[src/rtl/assert_macros.svh]
// assert_macros.svh: assertion macros used by the utf-8 scan rtl
// depends on signals named clock and reset in the including module
`ifndef ASSERT_MACROS_SVH
`define ASSERT_MACROS_SVH

// property checked on every clock edge outside reset
`define ASSERT_CHK(label, prop, msg) \
   label: assert property (@(posedge clock) disable iff (reset) (prop)) else $error(msg);

// property checked in the cycle after a trigger
`define ASSERT_NEXT(label, trig, prop, msg) \
   label: assert property (@(posedge clock) disable iff (reset) (trig) |=> (prop)) else $error(msg);

`endif

[src/rtl/utf8ds_pkg.sv]
// utf8ds_pkg: byte classes, status codes and queue entry type for utf8_decode_scan
// no dependencies
`timescale 1ns / 1ps

package utf8ds_pkg;

   // default saturation limit of the character count
   localparam longint unsigned MAX_CHARS_DEF = 64'd65536;

   // entries in the queue between front and back
   localparam int QUEUE_DEPTH = 2;

   // field widths
   localparam int CP_W    = 21;
   localparam int CNT_O_W = 17;
   localparam int IDX_W   = 16;
   localparam int CLS_W   = 3;

   // byte classes
   localparam logic [CLS_W-1:0] CLS_ASCII = 3'd0;
   localparam logic [CLS_W-1:0] CLS_LEAD2 = 3'd1;
   localparam logic [CLS_W-1:0] CLS_LEAD3 = 3'd2;
   localparam logic [CLS_W-1:0] CLS_LEAD4 = 3'd3;
   localparam logic [CLS_W-1:0] CLS_CONT  = 3'd4;
   localparam logic [CLS_W-1:0] CLS_BAD   = 3'd5;

   // result status codes
   localparam logic [1:0] STATUS_OK      = 2'd0;
   localparam logic [1:0] STATUS_INVALID = 2'd1;
   localparam logic [1:0] STATUS_TRUNC   = 2'd2;

   // one classified byte as it travels through the queue
   typedef struct packed {
      logic [CLS_W-1:0] cls;
      logic [7:0]       data;
      logic             eos;
   } entry_type;

endpackage

[src/rtl/utf8ds_front.sv]
// utf8ds_front: classifies each incoming byte by its utf-8 role
// depends on utf8ds_pkg
`timescale 1ns / 1ps

module utf8ds_front (
   input  logic                  req_valid,
   output logic                  req_ready,
   input  logic [7:0]            req_data_byte,
   input  logic                  req_end_of_string,
   input  logic                  q_ready,
   output logic                  q_push,
   output utf8ds_pkg::entry_type q_entry
);

   logic [utf8ds_pkg::CLS_W-1:0] cls;

   // decode the prefix bits of the byte
   always_comb begin
      if (req_data_byte[7] == 1'b0) begin
         cls = utf8ds_pkg::CLS_ASCII;
      end else if (req_data_byte[7:6] == 2'b10) begin
         cls = utf8ds_pkg::CLS_CONT;
      end else if (req_data_byte[7:5] == 3'b110) begin
         cls = utf8ds_pkg::CLS_LEAD2;
      end else if (req_data_byte[7:4] == 4'b1110) begin
         cls = utf8ds_pkg::CLS_LEAD3;
      end else if (req_data_byte[7:3] == 5'b11110) begin
         cls = utf8ds_pkg::CLS_LEAD4;
      end else begin
         cls = utf8ds_pkg::CLS_BAD;
      end
   end

   // accept whenever the queue has room
   assign req_ready     = q_ready;
   assign q_push        = req_valid && q_ready;
   assign q_entry.cls   = cls;
   assign q_entry.data  = req_data_byte;
   assign q_entry.eos   = req_end_of_string;

endmodule

[src/rtl/utf8ds_queue.sv]
// utf8ds_queue: short fifo of classified bytes between front and back
// depends on utf8ds_pkg
`timescale 1ns / 1ps

module utf8ds_queue (
   input  logic                  clock,
   input  logic                  reset,
   input  logic                  push,
   input  utf8ds_pkg::entry_type push_entry,
   output logic                  push_ready,
   input  logic                  pop,
   output logic                  pop_valid,
   output utf8ds_pkg::entry_type pop_entry
);

   localparam int DEPTH = utf8ds_pkg::QUEUE_DEPTH;
   localparam int PTR_W = (DEPTH > 1) ? $clog2(DEPTH) : 1;
   localparam int CNT_W = $clog2(DEPTH + 1);

   utf8ds_pkg::entry_type mem_ff [DEPTH];
   logic [PTR_W-1:0] wr_ptr_ff, wr_ptr_in;
   logic [PTR_W-1:0] rd_ptr_ff, rd_ptr_in;
   logic [CNT_W-1:0] fill_ff, fill_in;

   assign push_ready = (fill_ff != CNT_W'(DEPTH));
   assign pop_valid  = (fill_ff != '0);
   assign pop_entry  = mem_ff[rd_ptr_ff];

   // pointer and fill updates
   always_comb begin
      wr_ptr_in = wr_ptr_ff;
      rd_ptr_in = rd_ptr_ff;
      fill_in   = fill_ff;
      if (push) begin
         wr_ptr_in = (wr_ptr_ff == PTR_W'(DEPTH - 1)) ? '0 : wr_ptr_ff + 1'b1;
      end
      if (pop) begin
         rd_ptr_in = (rd_ptr_ff == PTR_W'(DEPTH - 1)) ? '0 : rd_ptr_ff + 1'b1;
      end
      if (push && !pop) begin
         fill_in = fill_ff + 1'b1;
      end else if (pop && !push) begin
         fill_in = fill_ff - 1'b1;
      end
   end

   always_ff @(posedge clock) begin
      if (reset) begin
         wr_ptr_ff <= '0;
         rd_ptr_ff <= '0;
         fill_ff   <= '0;
      end else begin
         wr_ptr_ff <= wr_ptr_in;
         rd_ptr_ff <= rd_ptr_in;
         fill_ff   <= fill_in;
      end
   end

   // entry storage
   always_ff @(posedge clock) begin
      if (push) begin
         mem_ff[wr_ptr_ff] <= push_entry;
      end
   end

endmodule

[src/rtl/utf8ds_back.sv]
// utf8ds_back: sequence decoder, character count, target tracking and result register
// depends on utf8ds_pkg and assert_macros.svh
`timescale 1ns / 1ps
`include "assert_macros.svh"

module utf8ds_back #(
   parameter longint unsigned MAX_CHARS = utf8ds_pkg::MAX_CHARS_DEF
) (
   input  logic                  clock,
   input  logic                  reset,
   input  logic                  csr_wr_en,
   input  logic [20:0]           csr_wr_data,
   input  logic                  q_valid,
   input  utf8ds_pkg::entry_type q_entry,
   output logic                  q_pop,
   output logic                  rsp_valid,
   input  logic                  rsp_ready,
   output logic                  rsp_char_done,
   output logic [20:0]           rsp_code_point,
   output logic [2:0]            rsp_char_bytes,
   output logic [1:0]            rsp_status,
   output logic                  rsp_string_done,
   output logic [16:0]           rsp_char_count,
   output logic                  rsp_first_found,
   output logic [15:0]           rsp_first_index,
   output logic                  rsp_last_found,
   output logic [15:0]           rsp_last_index
);

   localparam int CNT_W = $clog2(MAX_CHARS + 64'd1);
   localparam int CP_W  = utf8ds_pkg::CP_W;
   localparam int IDX_W = utf8ds_pkg::IDX_W;

   // configuration
   logic [CP_W-1:0] target_ff;

   // decoder state
   logic [CP_W-1:0]  pv_ff, pv_in;
   logic [2:0]       need_ff, need_in;
   logic [2:0]       seen_ff, seen_in;
   logic             pbad_ff, pbad_in;
   logic             sbad_ff, sbad_in;
   logic [CNT_W-1:0] count_ff, count_in;
   logic             ffound_ff, ffound_in;
   logic [IDX_W-1:0] fpos_ff, fpos_in;
   logic             lfound_ff, lfound_in;
   logic [IDX_W-1:0] lpos_ff, lpos_in;

   // result register
   logic             valid_ff;
   logic             done_ff;
   logic [CP_W-1:0]  cp_ff;
   logic [2:0]       len_ff;
   logic [1:0]       status_ff;
   logic             eos_ff;
   logic [16:0]      ocount_ff;
   logic             ofound_ff;
   logic [IDX_W-1:0] ofpos_ff;
   logic             olfound_ff;
   logic [IDX_W-1:0] olpos_ff;

   logic             done;
   logic [CP_W-1:0]  cp;
   logic [2:0]       len;
   logic [1:0]       status;
   logic             cont_bad;
   logic [CP_W-1:0]  pv_shift;
   logic [2:0]       seen_inc;
   logic             saturated;
   logic [32:0]      count_x;
   logic [7:0]       b;

   assign b         = q_entry.data;
   assign q_pop     = q_valid && (!valid_ff || rsp_ready);
   assign saturated = (count_ff >= CNT_W'(MAX_CHARS));
   assign count_x   = 33'(count_ff);
   assign cont_bad  = (q_entry.cls != utf8ds_pkg::CLS_CONT);
   assign pv_shift  = {pv_ff[CP_W-7:0], b[5:0]};
   assign seen_inc  = seen_ff + 3'd1;

   // one byte step of the decoder
   always_comb begin
      pv_in     = pv_ff;
      need_in   = need_ff;
      seen_in   = seen_ff;
      pbad_in   = pbad_ff;
      sbad_in   = sbad_ff;
      count_in  = count_ff;
      ffound_in = ffound_ff;
      fpos_in   = fpos_ff;
      lfound_in = lfound_ff;
      lpos_in   = lpos_ff;
      done      = 1'b0;
      cp        = '0;
      len       = '0;
      if (!sbad_ff) begin
         if (need_ff == 3'd0) begin
            // between characters: look at the leading byte
            case (q_entry.cls)
               utf8ds_pkg::CLS_ASCII: begin
                  done = 1'b1;
                  cp   = CP_W'(b[6:0]);
                  len  = 3'd1;
               end
               utf8ds_pkg::CLS_LEAD2: begin
                  need_in = 3'd2;
                  pv_in   = CP_W'(b[4:0]);
               end
               utf8ds_pkg::CLS_LEAD3: begin
                  need_in = 3'd3;
                  pv_in   = CP_W'(b[3:0]);
               end
               utf8ds_pkg::CLS_LEAD4: begin
                  need_in = 3'd4;
                  pv_in   = CP_W'(b[2:0]);
               end
               default: begin
                  sbad_in = 1'b1;
               end
            endcase
            if (need_in != 3'd0) begin
               seen_in = 3'd1;
               pbad_in = 1'b0;
            end
         end else begin
            // continuation byte: gather six bits, judge at the last byte
            pbad_in = pbad_ff || cont_bad;
            pv_in   = pv_shift;
            seen_in = seen_inc;
            if (seen_inc >= need_ff) begin
               if (pbad_in) begin
                  sbad_in = 1'b1;
               end else begin
                  done = 1'b1;
                  cp   = pv_shift;
                  len  = need_ff;
               end
               need_in = 3'd0;
               seen_in = 3'd0;
               pbad_in = 1'b0;
               pv_in   = '0;
            end
         end
         // count the character and track the target
         if (done) begin
            if (!saturated && count_x <= 33'h0FFFF && cp == target_ff) begin
               if (!ffound_ff) begin
                  ffound_in = 1'b1;
                  fpos_in   = count_x[IDX_W-1:0];
               end
               lfound_in = 1'b1;
               lpos_in   = count_x[IDX_W-1:0];
            end
            if (!saturated) begin
               count_in = count_ff + 1'b1;
            end
         end
      end
      if (sbad_in) begin
         status = utf8ds_pkg::STATUS_INVALID;
      end else if (q_entry.eos && need_in != 3'd0) begin
         status = utf8ds_pkg::STATUS_TRUNC;
      end else begin
         status = utf8ds_pkg::STATUS_OK;
      end
   end

   // configuration register
   always_ff @(posedge clock) begin
      if (reset) begin
         target_ff <= '0;
      end else if (csr_wr_en) begin
         target_ff <= csr_wr_data;
      end
   end

   // decoder state, cleared at the end of each string
   always_ff @(posedge clock) begin
      if (reset) begin
         pv_ff     <= '0;
         need_ff   <= '0;
         seen_ff   <= '0;
         pbad_ff   <= 1'b0;
         sbad_ff   <= 1'b0;
         count_ff  <= '0;
         ffound_ff <= 1'b0;
         fpos_ff   <= '0;
         lfound_ff <= 1'b0;
         lpos_ff   <= '0;
      end else if (q_pop) begin
         if (q_entry.eos) begin
            pv_ff     <= '0;
            need_ff   <= '0;
            seen_ff   <= '0;
            pbad_ff   <= 1'b0;
            sbad_ff   <= 1'b0;
            count_ff  <= '0;
            ffound_ff <= 1'b0;
            fpos_ff   <= '0;
            lfound_ff <= 1'b0;
            lpos_ff   <= '0;
         end else begin
            pv_ff     <= pv_in;
            need_ff   <= need_in;
            seen_ff   <= seen_in;
            pbad_ff   <= pbad_in;
            sbad_ff   <= sbad_in;
            count_ff  <= count_in;
            ffound_ff <= ffound_in;
            fpos_ff   <= fpos_in;
            lfound_ff <= lfound_in;
            lpos_ff   <= lpos_in;
         end
      end
   end

   // result valid
   always_ff @(posedge clock) begin
      if (reset) begin
         valid_ff <= 1'b0;
      end else if (q_pop) begin
         valid_ff <= 1'b1;
      end else if (rsp_ready) begin
         valid_ff <= 1'b0;
      end
   end

   // result payload
   always_ff @(posedge clock) begin
      if (q_pop) begin
         done_ff    <= done;
         cp_ff      <= cp;
         len_ff     <= len;
         status_ff  <= status;
         eos_ff     <= q_entry.eos;
         ocount_ff  <= 17'(count_in);
         ofound_ff  <= ffound_in;
         ofpos_ff   <= fpos_in;
         olfound_ff <= lfound_in;
         olpos_ff   <= lpos_in;
      end
   end

   assign rsp_valid       = valid_ff;
   assign rsp_char_done   = done_ff;
   assign rsp_code_point  = cp_ff;
   assign rsp_char_bytes  = len_ff;
   assign rsp_status      = status_ff;
   assign rsp_string_done = eos_ff;
   assign rsp_char_count  = ocount_ff;
   assign rsp_first_found = ofound_ff;
   assign rsp_first_index = ofpos_ff;
   assign rsp_last_found  = olfound_ff;
   assign rsp_last_index  = olpos_ff;

   // checks
   `ASSERT_CHK(a_done_len, !(valid_ff && done_ff) || (len_ff != 3'd0 && status_ff == utf8ds_pkg::STATUS_OK), "character completed with no length or bad status")
   `ASSERT_CHK(a_seq_bounds, need_ff == 3'd0 || (seen_ff != 3'd0 && seen_ff < need_ff), "bytes seen out of range for open sequence")
   `ASSERT_NEXT(a_eos_clear, q_pop && q_entry.eos, need_ff == 3'd0 && count_ff == '0 && !sbad_ff, "state not cleared after end of string")
   `ASSERT_NEXT(a_count_mono, q_pop && !q_entry.eos, count_ff >= $past(count_ff), "character count went down inside a string")

endmodule

[src/rtl/utf8_decode_scan.sv]
// utf8_decode_scan: top level, joins the classifying front, the byte queue and the decoder
// depends on utf8ds_pkg, utf8ds_front, utf8ds_queue and utf8ds_back
`timescale 1ns / 1ps

// Streaming UTF-8 decoder. Bytes enter on the req_ channel, one result per
// byte leaves on the rsp_ channel, in order. The block sustains one byte per
// clock while rsp_ready stays high. Each byte is written into the two-entry
// byte queue when it is taken, and the decoder step then moves its result
// into the result register, from which it is presented. The rate is set by
// the decoder step, which reads the state the previous byte left. While the
// result waits, up to two more bytes are taken into the queue before req_ready
// drops. The character count saturates at MAX_CHARS. csr_wr_data sets the
// target code point whose first and last character indices are reported;
// write it only while no byte is in flight.
module utf8_decode_scan #(
   parameter longint unsigned MAX_CHARS = utf8ds_pkg::MAX_CHARS_DEF
) (
   input  logic        clock,
   input  logic        reset,
   input  logic        csr_wr_en,
   input  logic [20:0] csr_wr_data,
   input  logic        req_valid,
   output logic        req_ready,
   input  logic [7:0]  req_data_byte,
   input  logic        req_end_of_string,
   output logic        rsp_valid,
   input  logic        rsp_ready,
   output logic        rsp_char_done,
   output logic [20:0] rsp_code_point,
   output logic [2:0]  rsp_char_bytes,
   output logic [1:0]  rsp_status,
   output logic        rsp_string_done,
   output logic [16:0] rsp_char_count,
   output logic        rsp_first_found,
   output logic [15:0] rsp_first_index,
   output logic        rsp_last_found,
   output logic [15:0] rsp_last_index
);

   logic                  push;
   logic                  push_ready;
   utf8ds_pkg::entry_type push_entry;
   logic                  pop;
   logic                  pop_valid;
   utf8ds_pkg::entry_type pop_entry;

   // byte classification
   utf8ds_front u_front (
      .req_valid         (req_valid),
      .req_ready         (req_ready),
      .req_data_byte     (req_data_byte),
      .req_end_of_string (req_end_of_string),
      .q_ready           (push_ready),
      .q_push            (push),
      .q_entry           (push_entry)
   );

   // queue between front and back
   utf8ds_queue u_queue (
      .clock      (clock),
      .reset      (reset),
      .push       (push),
      .push_entry (push_entry),
      .push_ready (push_ready),
      .pop        (pop),
      .pop_valid  (pop_valid),
      .pop_entry  (pop_entry)
   );

   // decoder and result register
   utf8ds_back #(
      .MAX_CHARS (MAX_CHARS)
   ) u_back (
      .clock           (clock),
      .reset           (reset),
      .csr_wr_en       (csr_wr_en),
      .csr_wr_data     (csr_wr_data),
      .q_valid         (pop_valid),
      .q_entry         (pop_entry),
      .q_pop           (pop),
      .rsp_valid       (rsp_valid),
      .rsp_ready       (rsp_ready),
      .rsp_char_done   (rsp_char_done),
      .rsp_code_point  (rsp_code_point),
      .rsp_char_bytes  (rsp_char_bytes),
      .rsp_status      (rsp_status),
      .rsp_string_done (rsp_string_done),
      .rsp_char_count  (rsp_char_count),
      .rsp_first_found (rsp_first_found),
      .rsp_first_index (rsp_first_index),
      .rsp_last_found  (rsp_last_found),
      .rsp_last_index  (rsp_last_index)
   );

endmodule
[config.mk]
export PLATFORM = sky130hd
export DESIGN_NAME = utf8_decode_scan
export DESIGN_NICKNAME = d
export VERILOG_FILES = /design/src/rtl/utf8ds_pkg.sv /design/src/rtl/utf8ds_front.sv /design/src/rtl/utf8ds_queue.sv /design/src/rtl/utf8ds_back.sv /design/src/rtl/utf8_decode_scan.sv
export VERILOG_INCLUDE_DIRS = /design/src /design/src/rtl
export SDC_FILE = /design/constraint.sdc
export NUM_CORES = 1
export LEC_CHECK = 0
export BUFFER_PORTS_ARGS = -buffer_cell sky130_fd_sc_hd__buf_4
export CORE_MARGIN = 1
export CORE_UTILIZATION = 50
export CTS_CLUSTER_SIZE = 40
export DETAILED_ROUTE_END_ITERATION = 7
export GPL_ROUTABILITY_DRIVEN = 1
export HOLD_SLACK_MARGIN = 0.08
export PLACE_DENSITY = 0.72
export SLEW_MARGIN = 20
export SYNTH_ARGS = -nofsm -noshare
export SYNTH_HDL_FRONTEND = slang
export SYNTH_HIERARCHICAL = 1
export SYNTH_SLANG_ARGS = --single-unit
[constraint.sdc]
create_clock -name clock -period 12.2 [get_ports clock]
set_input_delay 1.22 -clock clock [delete_from_list [all_inputs] [get_ports clock]]
set_output_delay 1.22 -clock clock [all_outputs]
set_load 0.02 [all_outputs]
==> results of run 1 <==
state kept, by name (all words and copies together) (netlist names), 3 cells and up, named ones only:
register and count:
u_back/seen_ff 3, u_back/lpos_ff 16, u_back/rsp_code_point 21, u_back/need_ff 3, u_back/rsp_last_index 16, u_back/rsp_char_bytes 3
u_queue/mem_ff 22, u_back/fpos_ff 16, u_back/count_ff 17, u_back/pv_ff 15, u_back/rsp_first_index 16, u_back/target_ff 21
u_back/rsp_char_count 17
layer usage:
metal	vias up	track usage [%]	share of wire [%]
met4	0	6.19	1.7
li1	3358	-	-
met2	245	33.7	44
met5	-	0	0
met1	3308	33.6	48
met3	29	2.79	5.7
worst max-delay path: stages, from the launching register on:
cell,delay (ns)
dfxtp_1,0.63
mux2_1,0.48
nor4b_2,0.43
nand2_1,0.34
nor4_1,0.39
o221a_2,0.27
and3_1,0.64
and2_1,0.39
buf_4,0.41
mux2_1,0.37
through the flow:
step	std cells	util, %	total power (W)	area [um2]	setup WS [ns]
4_1_cts	1193	59.9	0.00246	11200	7.61
3_5_place_dp	1153	55.4	0.00171	10300	7.65
5_1_grt	1193	59.9	0.00255	11200	7.27
2_1_floorplan	877	-	0.00144	9490	6.52
3_3_place_gp	1153	55.4	0.00170	10300	7.83
6_report	1193	59.9	0.00245	11200	7.58
layout by cell type (no fill, tap or decap), drive strengths merged, types with 23 or more instances in the layout:
cell type  count
nand2         39
nor2          51
mux2          44
nand3b        34
nand3         61
edfxtp       101
a21oi         42
o311ai        32
clkbuf        30
mux2i         23
dfxtp        101
buf          123
nand2b        37
layout make-up:
type                       count  area share (%)
clock buffer                  30            5.84
clock inverter                10            1.57
inverter                      18           0.616
multi-input combinational    576            35.8
sequential                   202            45.3
tap                          234            2.62
timing repair buffer         123            8.27
report_power, final:
| part | total (W) | switching, W | internal [W] | leakage [nW] |
|---|---|---|---|---|
| clock network | 0.000748 | 0.000269 | 0.000479 | 0.404 |
| registers | 0.000954 | 0.0000658 | 0.000888 | 1.81 |
| logic | 0.000743 | 0.000506 | 0.000238 | 1.95 |
| total | 0.00245 | 0.000841 | 0.00160 | 4.16 |
worst max path at each step:
stage	startpoint	to	slack [ns]	cells past startpoint
finish	flip-flop	u_back/rsp_last_index[1]	7.58	9
detailed placement	flip-flop	u_back/rsp_first_index[14]	7.65	9
global route	flip-flop	u_back/rsp_first_index[14]	7.27	9
floorplan	rsp_ready	u_back/seen_ff[1]	6.52	9
CTS	flip-flop	u_back/rsp_first_index[14]	7.61	9
global placement	flip-flop	u_back/rsp_first_index[7]	7.83	9
==> results.ini, run 1 <==
[timing]
rsz0062_at_grt = no
period_minus_slack_ns = 4.62
fmax_ghz = 0.216
setup-tns-final_ns = 0
finClkSkew_ns = 0.0183
slew_violations = 0
fin_crit_sh_pct = 37.9
setup_viol = 0
slew_headroom_pct = 33.5
hold_ws_ns = 0.476
final_hold_viol_count = 0
tightest_slew_ns = 0.998

[global_route]
antenna_found_initial = 0
grt_pass1_wl_um = 34900
grt_pass1_vias = 6419
grt_usage_pct = 22.3
grt_max_degree = 102
gr-total-overflow = 0

[clock_network]
cts.repair.resized = 0
clk_latency_ns = 0.51
cts.sinks = 202
cts_buffer_depth = 3
cts_buffers = 22
clk_pin_slew_ns = 0.06
ctsHoldBuffers = 0
root_buffer = clkbuf_16
post_cts_buffers = 0
htreeDepth = 1
cts_tree = yes

[hold_path]
hold_depth = 2
hold_class = reg2reg
hold_start = u_back/seen_ff[1]
min_to = u_back/seen_ff[1]

[critical_path]
crit_arrival_ns = 4.87
r2r_end = u_back/rsp_last_index[1]
endpoint_kind = flip-flop
criticalPathCategory = reg2reg
cp_max_fo = 28
startpoint_type = flip-flop
crit_required_ns = 12.44
reg2regPathDepth = 9
rrSetupSlack_ns = 7.58

[place]
dp_hpwl_um = 14000
numPortBuffers = 115
globalplace.congestion = 0.898

[routing]
final_antenna_net_count = 0
drt_iter0_drc = 677
drt-total-wl_um = 22000
viasPerCell = 5.82
drc = 0
firstDrtPassIters = 5
vias = 6940
avgRoutedWirePerCell_um = 18.4

[synth]
syn_area_um2 = 9490
syn_inst = 877
synth_fp_nets = 920
yosysWarnings = 6
synth.avg_cell_area_um2 = 10.8

[power_and_ir_drop]
leakagePower_nw = 4.16
peakVddDrop_mv = 0.162
power_density_nw_per_um2 = 219

[run]
maxCapViolCount = 0

[floorplanning]
die_w_um = 140
dieHeight_um = 140
core_area_um2 = 18600
start_util_pct = 50.9
pin_count = 116
die_area_um2 = 19500
rows = 50

[cells_and_area]
fillers = 1556
regArea_um2 = 5050
diodes = 0
syn_to_final_growth_pct = 17.6
drive_gt1_share_pct = 18.9
nets = 986
multi_input_area_um2 = 4000

[run_status]
status = completed

No activity file was read; power rests on OpenSTA's default activity.
==> inputs of run 2 (changes only) <==
--- a/config.mk
+++ b/config.mk
@@ -13,7 +13,7 @@
 export DETAILED_ROUTE_END_ITERATION = 7
 export GPL_ROUTABILITY_DRIVEN = 1
 export HOLD_SLACK_MARGIN = 0.08
-export PLACE_DENSITY = 0.72
+export PLACE_DENSITY = 0.75
 export SLEW_MARGIN = 20
 export SYNTH_ARGS = -nofsm -noshare
 export SYNTH_HDL_FRONTEND = slang
==> constraint.sdc (replaced) <==
create_clock -name clock -period 4.13 [get_ports clock]
set_input_delay 0.413 -clock clock [delete_from_list [all_inputs] [get_ports clock]]
set_output_delay 0.413 -clock clock [all_outputs]
set_load 0.02 [all_outputs]
==> run 2 against run 1 <==
Critical endpoint is now u_back/rsp_first_index[12]. Register-to-register slack worse by 7.2 ns. Routed wire length is 1.9% higher. Largest cell class unchanged. Cell area is 0.30% lower. Flip-flop and latch count stayed put. First-iteration DRC count is 28% higher. Clock skew is 0.0018 ns lower. Final cell count is 0.84% higher. Power grew to 2.8 times the previous value. Highest routed layer unchanged. Clock power grew to 2.5 times the previous value.
==> results.ini, run 2 (same netlist as run 1, synthesis figures left out) <==
[floorplanning]
die_area_um2 = 19500  ; unchanged
start_util_pct = 50.9  ; unchanged
rows = 50  ; unchanged
pin_count = 116  ; unchanged
core_area_um2 = 18600  ; unchanged
die_w_um = 140  ; unchanged
dieHeight_um = 140  ; unchanged

[global_route]
grt_pass1_wl_um = 35700  ; was 34,900 um
grt_pass1_vias = 6654  ; was 6,419
grt_max_degree = 115  ; was 102
grt_usage_pct = 22.7  ; was 22.3%
gr-total-overflow = 0  ; unchanged
antenna_found_initial = 0  ; unchanged

[timing]
slew_headroom_pct = 26.0  ; was 33.5%
setup-tns-final_ns = 0  ; unchanged
fmax_ghz = 0.263  ; was 0.216 GHz
setup_viol = 0  ; unchanged
rsz0062_at_grt = no  ; unchanged
final_hold_viol_count = 0  ; unchanged
fin_crit_sh_pct = 92.1  ; was 37.9%
finClkSkew_ns = 0.0165  ; was 0.0183 ns
tightest_slew_ns = 1.10  ; was 0.998 ns
period_minus_slack_ns = 3.80  ; was 4.62 ns
slew_violations = 0  ; unchanged

[cells_and_area]
drive_gt1_share_pct = 19.4  ; was 18.9%
final_common_cell = buf_4  ; unchanged
regMostFlops = u_queue/mem_ff  ; unchanged
fillers = 1564  ; was 1,556
layout_common_cells = buf_4, dfxtp_1, edfxtp_1  ; unchanged
regArea_um2 = 5050  ; unchanged
diodes = 0  ; unchanged
nets = 997  ; was 986
multi_input_area_um2 = 3980  ; was 4000 um2
largest_reg_flops = 22  ; unchanged
post-route-util_pct = 59.7  ; was 59.9%
syn_to_final_growth_pct = 17.3  ; was 17.6%
layoutNonFillerInstCount = 1203  ; was 1,193

[critical_path]
worstPathCellList = ha_1 > xor2_1 > ha_1 > a21oi_1 > o21ai_1 > a2111oi_0 > o221a_2 > and4b_1 > and2_1 > buf_12 > mux2_1  ; was mux2_1 > nor4b_2 > nand2_1 > nor4_1 > o221a_2 > and3_1 > and2_1 > buf_4 > mux2_1
crit_arrival_ns = 4.03  ; was 4.87 ns
reg2regPathDepth = 11  ; was 9
criticalPathCategory = reg2reg  ; unchanged
cp.depth = 11  ; was 9
critPathTopFamily = compound AO/OA/AOI/OAI gates  ; was simple AND/OR/NAND/NOR gates
max_stage_delay_ns = 0.66  ; was 0.64 ns
cp_slowest_cell = a2111oi_0  ; was and3_1
crit_required_ns = 4.36  ; was 12.44 ns
endpoint_kind = flip-flop  ; unchanged
cp_max_fo = 32  ; was 28
startpoint_type = flip-flop  ; unchanged
r2r-start = u_back/seen_ff[0]
rrSetupSlack_ns = 0.33  ; was 7.58 ns
cpMostUsedCell = ha_1  ; was mux2_1
cp_num_buf_inv = 1  ; unchanged
r2r_end = u_back/rsp_first_index[12]  ; was u_back/rsp_last_index[1]

[clock_network]
cts_buffer_depth = 3  ; unchanged
cts.sinks = 202  ; unchanged
ctsHoldBuffers = 0  ; unchanged
clk_pin_slew_ns = 0.06  ; about the same
htreeDepth = 1  ; unchanged
cts.repair.resized = 0  ; unchanged
cts_tree = yes  ; unchanged
cts_buffers = 21  ; was 22
root_buffer = clkbuf_16  ; unchanged
post_cts_buffers = 0  ; unchanged
clk_latency_ns = 0.50  ; was 0.51 ns

[run_status]
status = completed  ; unchanged

[hold_path]
min_to = u_queue/mem_ff[0][2]  ; was u_back/seen_ff[1]
hold_depth = 1  ; was 2
hold_start = req_data_byte[1]  ; was u_back/seen_ff[1]
hold_class = in2reg  ; was reg2reg

[routing]
drc = 0  ; unchanged
vias = 7143  ; was 6,940
drt_iter0_drc = 868  ; was 677
viasPerCell = 5.94  ; was 5.82
final_antenna_net_count = 0  ; unchanged
avgRoutedWirePerCell_um = 18.6  ; was 18.4 um
firstDrtPassIters = 7  ; was 5
drt-total-wl_um = 22400  ; was 22,000 um

[place]
globalplace.congestion = 0.963  ; was 0.898
dp_hpwl_um = 14300  ; was 14,000 um
numPlacedInstances = 1165  ; was 1,153
numPortBuffers = 115  ; unchanged

[power_and_ir_drop]
power_density_nw_per_um2 = 621  ; was 219 nW/um2
leakagePower_nw = 4.17  ; was 4.16 nW
peakVddDrop_mv = 0.827  ; was 0.162 mV
total_power_w = 0.00691  ; was 0.00245 W

[run]
maxCapViolCount = 0  ; unchanged

[run 2: final cells by class]
class	instances	share of cell area, %
sequential	202	45.4
clock inverter	6	0.528
clock buffer	32	5.72
tap	234	2.63
multi-input combinational	576	35.8
timing repair buffer	135	9.33
inverter	18	0.618
[run 2: how the worst max path moves through the flow]
stage,from,to,slack (ns)
6_report,u_back/seen_ff[0],u_back/rsp_first_index[12],0.33
5_1_grt,u_back/seen_ff[0],u_back/rsp_first_index[12],0.11
4_1_cts,u_back/seen_ff[0],u_back/rsp_first_index[12],0.35
3_5_place_dp,u_back/seen_ff[0],u_back/rsp_first_index[10],0.39
3_3_place_gp,flip-flop,u_back/rsp_first_index[7],0.46
2_1_floorplan,rsp_ready,u_back/seen_ff[1],0.72
[run 2: worst reg2reg max path, stage by stage, from the launching register on]
cell,delay (ns)
dfxtp_1,0.38
ha_1,0.18
xor2_1,0.19
ha_1,0.27
a21oi_1,0.17
o21ai_1,0.40
a2111oi_0,0.66
o221a_2,0.30
and4b_1,0.21
and2_1,0.18
buf_12,0.21
mux2_1,0.38
[run 2: through the flow]
step                cell area [um2]  setup WS [ns]  hold slack, ns
floorplan                      9490          0.723           0.433
global placement              10400          0.456           0.445
detailed placement            10400          0.387           0.453
CTS                           11100          0.353          0.0857
global route                  11100          0.112          0.0841
finish                        11100          0.328          0.0985
[run 2: metal layers]
metal / global-route usage [%] / vias to the layer above / routed length, um
met1: 32.9 / 3437 / 10300
met4: 6.02 / 0 / 436
met2: 35.7 / 285 / 10200
met3: 3.17 / 45 / 1480
li1: - / 3376 / -
met5: 0 / - / 0
[run 2: report_power, final]
group / switching (W) / total [W] / internal (W)
Sequential: 0.000180 / 0.00281 / 0.00263
Combinational: 0.00151 / 0.00222 / 0.000713
Clock: 0.000763 / 0.00189 / 0.00113
Total: 0.00245 / 0.00691 / 0.00446
==> inputs of run 3 (changes only) <==
--- a/config.mk
+++ b/config.mk
@@ -6,7 +6,9 @@
 export SDC_FILE = /design/constraint.sdc
 export NUM_CORES = 1
 export LEC_CHECK = 0
+export ABC_AREA = 1
 export BUFFER_PORTS_ARGS = -buffer_cell sky130_fd_sc_hd__buf_4
+export CORE_ASPECT_RATIO = 0.9
 export CORE_MARGIN = 1
 export CORE_UTILIZATION = 50
 export CTS_CLUSTER_SIZE = 40
@@ -17,5 +19,4 @@
 export SLEW_MARGIN = 20
 export SYNTH_ARGS = -nofsm -noshare
 export SYNTH_HDL_FRONTEND = slang
-export SYNTH_HIERARCHICAL = 1
 export SYNTH_SLANG_ARGS = --single-unit
==> run 3 against run 2 <==
Clock skew decreased by 0.0070 ns. Sequential share of layout area increased by 2.8 points. Core utilization increased by 1.5 points. Highest routed layer unchanged. Routed wire length decreased by 8.4%. Sequential power increased by 4%. Non-clock buffer count decreased by 11. Synthesized area decreased by 6.7%. Worst hold slack improved by 0.010 ns. Power increased by 4.0%. Register-to-register slack improved by 0.02 ns. Clock-buffer cell count decreased by 3.
==> results.ini, run 3 <==
[synth]
syn_area_um2 = 8860  ; was 9490 um2
synth_compound_area_share_pct = 9.85
synth.largest_area_cell = edfxtp_1
synth_fp_nets = 1041  ; was 920
synth.avg_cell_area_um2 = 8.87  ; was 10.8 um2
synthAdderAreaFrac_pct = 1.13
synth_top_family_by_area = simple AND/OR/NAND/NOR gates
synth-xor-area-share_pct = 1.48
yosys.area.top_type_share_pct = 34.2
synth-edff-count = 101
synthTopCellsByCount = nand2_1, dfxtp_1, edfxtp_1
synth.most_common_cell = nand2_1
synth_cell_types = 48
synth_seq_cells = 202
synth_ff_type = edfxtp_1
yosysWarnings = 0  ; was 6
syn_inst = 998  ; was 877
synthSimpleGateAreaFrac_pct = 24.1
synth_area_leaders = edfxtp_1, dfxtp_1, nand2_1
synthArstFlopShare_pct = 0
seq_area_frac_synth_pct = 57.1
synth_mux_area_share_pct = 0.113

[clock_network]
cts_buffers = 21  ; unchanged
clk_latency_ns = 0.49  ; was 0.50 ns
root_buffer = clkbuf_16  ; unchanged
cts.sinks = 202  ; unchanged
ctsHoldBuffers = 0  ; unchanged
cts.repair.resized = 0  ; unchanged
cts_buffer_depth = 3  ; unchanged
cts_tree = yes  ; unchanged
htreeDepth = 1  ; unchanged
clk_pin_slew_ns = 0.06  ; about the same
post_cts_buffers = 0  ; unchanged

[critical_path]
rrSetupSlack_ns = 0.35  ; was 0.33 ns
worstPathCellList = ha_1 > xor2_1 > ha_1 > a21oi_1 > nand3_1 > buf_4 > nand3_2 > nand2_2 > nand2_1 > nand2_1 > nand2_1 > nand3_1 > nor2_2 > nand2_2 > o21ai_0 > nand2_1 > a21oi_1  ; was ha_1 > xor2_1 > ha_1 > a21oi_1 > o21ai_1 > a2111oi_0 > o221a_2 > and4b_1 > and2_1 > buf_12 > mux2_1
endpoint_kind = flip-flop  ; unchanged
max_stage_delay_ns = 0.45  ; was 0.66 ns
cpMostUsedCell = nand2_1  ; was ha_1
crit_required_ns = 4.54  ; was 4.36 ns
criticalPathCategory = reg2reg  ; unchanged
reg2regPathDepth = 17  ; was 11
r2r_end = u_back.lpos_ff[15]  ; was u_back/rsp_first_index[12]
startpoint_type = flip-flop  ; unchanged
crit_arrival_ns = 4.19  ; was 4.03 ns
cp_max_fo = 32  ; unchanged
cp_slowest_cell = nand2_2  ; was a2111oi_0
r2r-start = u_back.seen_ff[0]  ; was u_back/seen_ff[0]

[cells_and_area]
syn_to_final_growth_pct = 18.3  ; was 17.3%
fillers = 1550  ; was 1,564
largest_reg_flops = 22  ; unchanged
layout_common_cells = nand2_1, buf_4, dfxtp_1, edfxtp_1, a21oi_1  ; was buf_4, dfxtp_1, edfxtp_1
nets = 1140  ; was 997
drive_gt1_share_pct = 17.7  ; was 19.4%
regMostFlops = u_queue.mem_ff  ; was u_queue/mem_ff
final_common_cell = nand2_1  ; was buf_4
diodes = 0  ; unchanged

[floorplanning]
die_w_um = 142  ; was 140 um
core_area_um2 = 17100  ; was 18,600 um2
start_util_pct = 51.7  ; was 50.9%
dieHeight_um = 128  ; was 140 um
die_area_um2 = 18200  ; was 19,500 um2
pin_count = 116  ; unchanged
rows = 45  ; was 50

[timing]
worst_slack_ns = 0.349  ; was 0.328 ns
hold_ws_ns = 0.109  ; was 0.0985 ns
setup_viol = 0  ; unchanged
final_hold_viol_count = 0  ; unchanged
tightest_slew_ns = 1.01  ; was 1.10 ns
fin_crit_sh_pct = 91.5  ; was 92.1%
period_minus_slack_ns = 3.78  ; was 3.80 ns
slew_violations = 0  ; unchanged
setup-tns-final_ns = 0  ; unchanged
fmax_ghz = 0.264  ; was 0.263 GHz
rsz0062_at_grt = no  ; unchanged
finClkSkew_ns = 0.00956  ; was 0.0165 ns
slew_headroom_pct = 32.7  ; was 26.0%

[global_route]
grt_pass1_vias = 6375  ; was 6,654
gr-total-overflow = 0  ; unchanged
antenna_found_initial = 0  ; unchanged
grt_pass1_wl_um = 32600  ; was 35,700 um
grt_usage_pct = 22.6  ; was 22.7%
grt_max_degree = 77  ; was 115

[place]
place_ws_ns = 0.432  ; was 0.387 ns
numPortBuffers = 115  ; unchanged
globalplace.congestion = 0.884  ; was 0.963
dp_hpwl_um = 13800  ; was 14,300 um

[power_and_ir_drop]
leakagePower_nw = 4.19  ; was 4.17 nW
power_density_nw_per_um2 = 687  ; was 621 nW/um2
total_power_w = 0.00719  ; was 0.00691 W
peakVddDrop_mv = 0.542  ; was 0.827 mV

[routing]
avgRoutedWirePerCell_um = 15.2  ; was 18.6 um
vias = 7079  ; was 7,143
final_antenna_net_count = 0  ; unchanged
drc = 0  ; unchanged
drt-total-wl_um = 20500  ; was 22,400 um
viasPerCell = 5.26  ; was 5.94
drt_iter0_drc = 688  ; was 868
firstDrtPassIters = 5  ; was 7

[hold_path]
hold_class = in2reg  ; unchanged
min_to = u_queue.mem_ff[0][3]  ; was u_queue/mem_ff[0][2]
hold_depth = 1  ; unchanged
hold_start = req_data_byte[2]  ; was req_data_byte[1]

[run_status]
status = completed  ; unchanged

[run]
maxCapViolCount = 0  ; unchanged

==> run 3: report_power, final <==
part,switching [W],internal [W],leakage [nW]
registers,0.000217,0.00269,1.81
clock network,0.000751,0.000988,0.315
logic,0.00175,0.000794,2.06
==> run 3: worst max path at each step <==
| stage | startpoint | endpoint | slack, ns |
|---|---|---|---|
| 3_5_place_dp | u_back.seen_ff[0] | u_back.lpos_ff[15] | 0.43 |
| 3_3_place_gp | u_back.seen_ff[0] | u_back.lpos_ff[0] | 0.56 |
| 5_1_grt | u_back.seen_ff[0] | u_back.lpos_ff[15] | 0.02 |
| 6_report | u_back.seen_ff[0] | u_back.lpos_ff[15] | 0.35 |
| 2_1_floorplan | u_back.rsp_valid | u_back.pv_ff[10] | 0.78 |
| 4_1_cts | u_back.seen_ff[0] | u_back.lpos_ff[15] | 0.40 |
==> run 3: logic make-up (layout without fill, tap and decap cells) <==
| family | Yosys count | after routing |
|---|---|---|
| flip-flops | 202 | 202 |
| AO/OA/AOI/OAI | 160 | 160 |
| XOR/XNOR | 15 | 15 |
| multiplexers | 1 | 1 |
| AND/OR/NAND/NOR | 483 | 483 |
| buffers and inverters | 129 | 242 |
| adder cells (fa/ha/maj) | 8 | 8 |
==> run 3: layer usage <==
layer  up-vias  global-route usage [%]  share of wire [%]
met1      3269                    34.2                 47
met2       292                    33.7                 43
li1       3492                       -                  -
met4         0                    5.44                1.6
met5         -                       0                  0
met3        26                    3.85                7.8
==> run 3: through the flow <==
step | utilization, % | instance area (um2) | std cells
after CTS | 61.2 | 10500 | 1346
final | 61.2 | 10500 | 1346
after detailed placement | 57.5 | 9850 | 1309
after global routing | 61.2 | 10500 | 1346
after floorplan | - | 8870 | 998
after global placement | 57.5 | 9850 | 1309
==> run 3: area by class of cell <==
cell class              instances  area [um2]  share of cell area (%)
clock buffers                  29         586                    5.59
clock inverters                 8        38.8                   0.370
inverters                      81         305                    2.92
multi-input cells             667        3260                    31.2
flip-flops and latches        202        5050                    48.3
well taps                     235         294                    2.81
repair buffers                124         931                    8.89
==> run 3: critical path, delay by kind of cell, from the launching register on <==
kind / cells / cell delay (ns)
AOI/OAI and AO/OA: 3 / 0.69
xor gates and xnor gates: 1 / 0.20
adders and majority gates: 2 / 0.48
buffers and inverters: 1 / 0.21
DFF: 1 / 0.41
and+or+nand+nor: 10 / 1.71
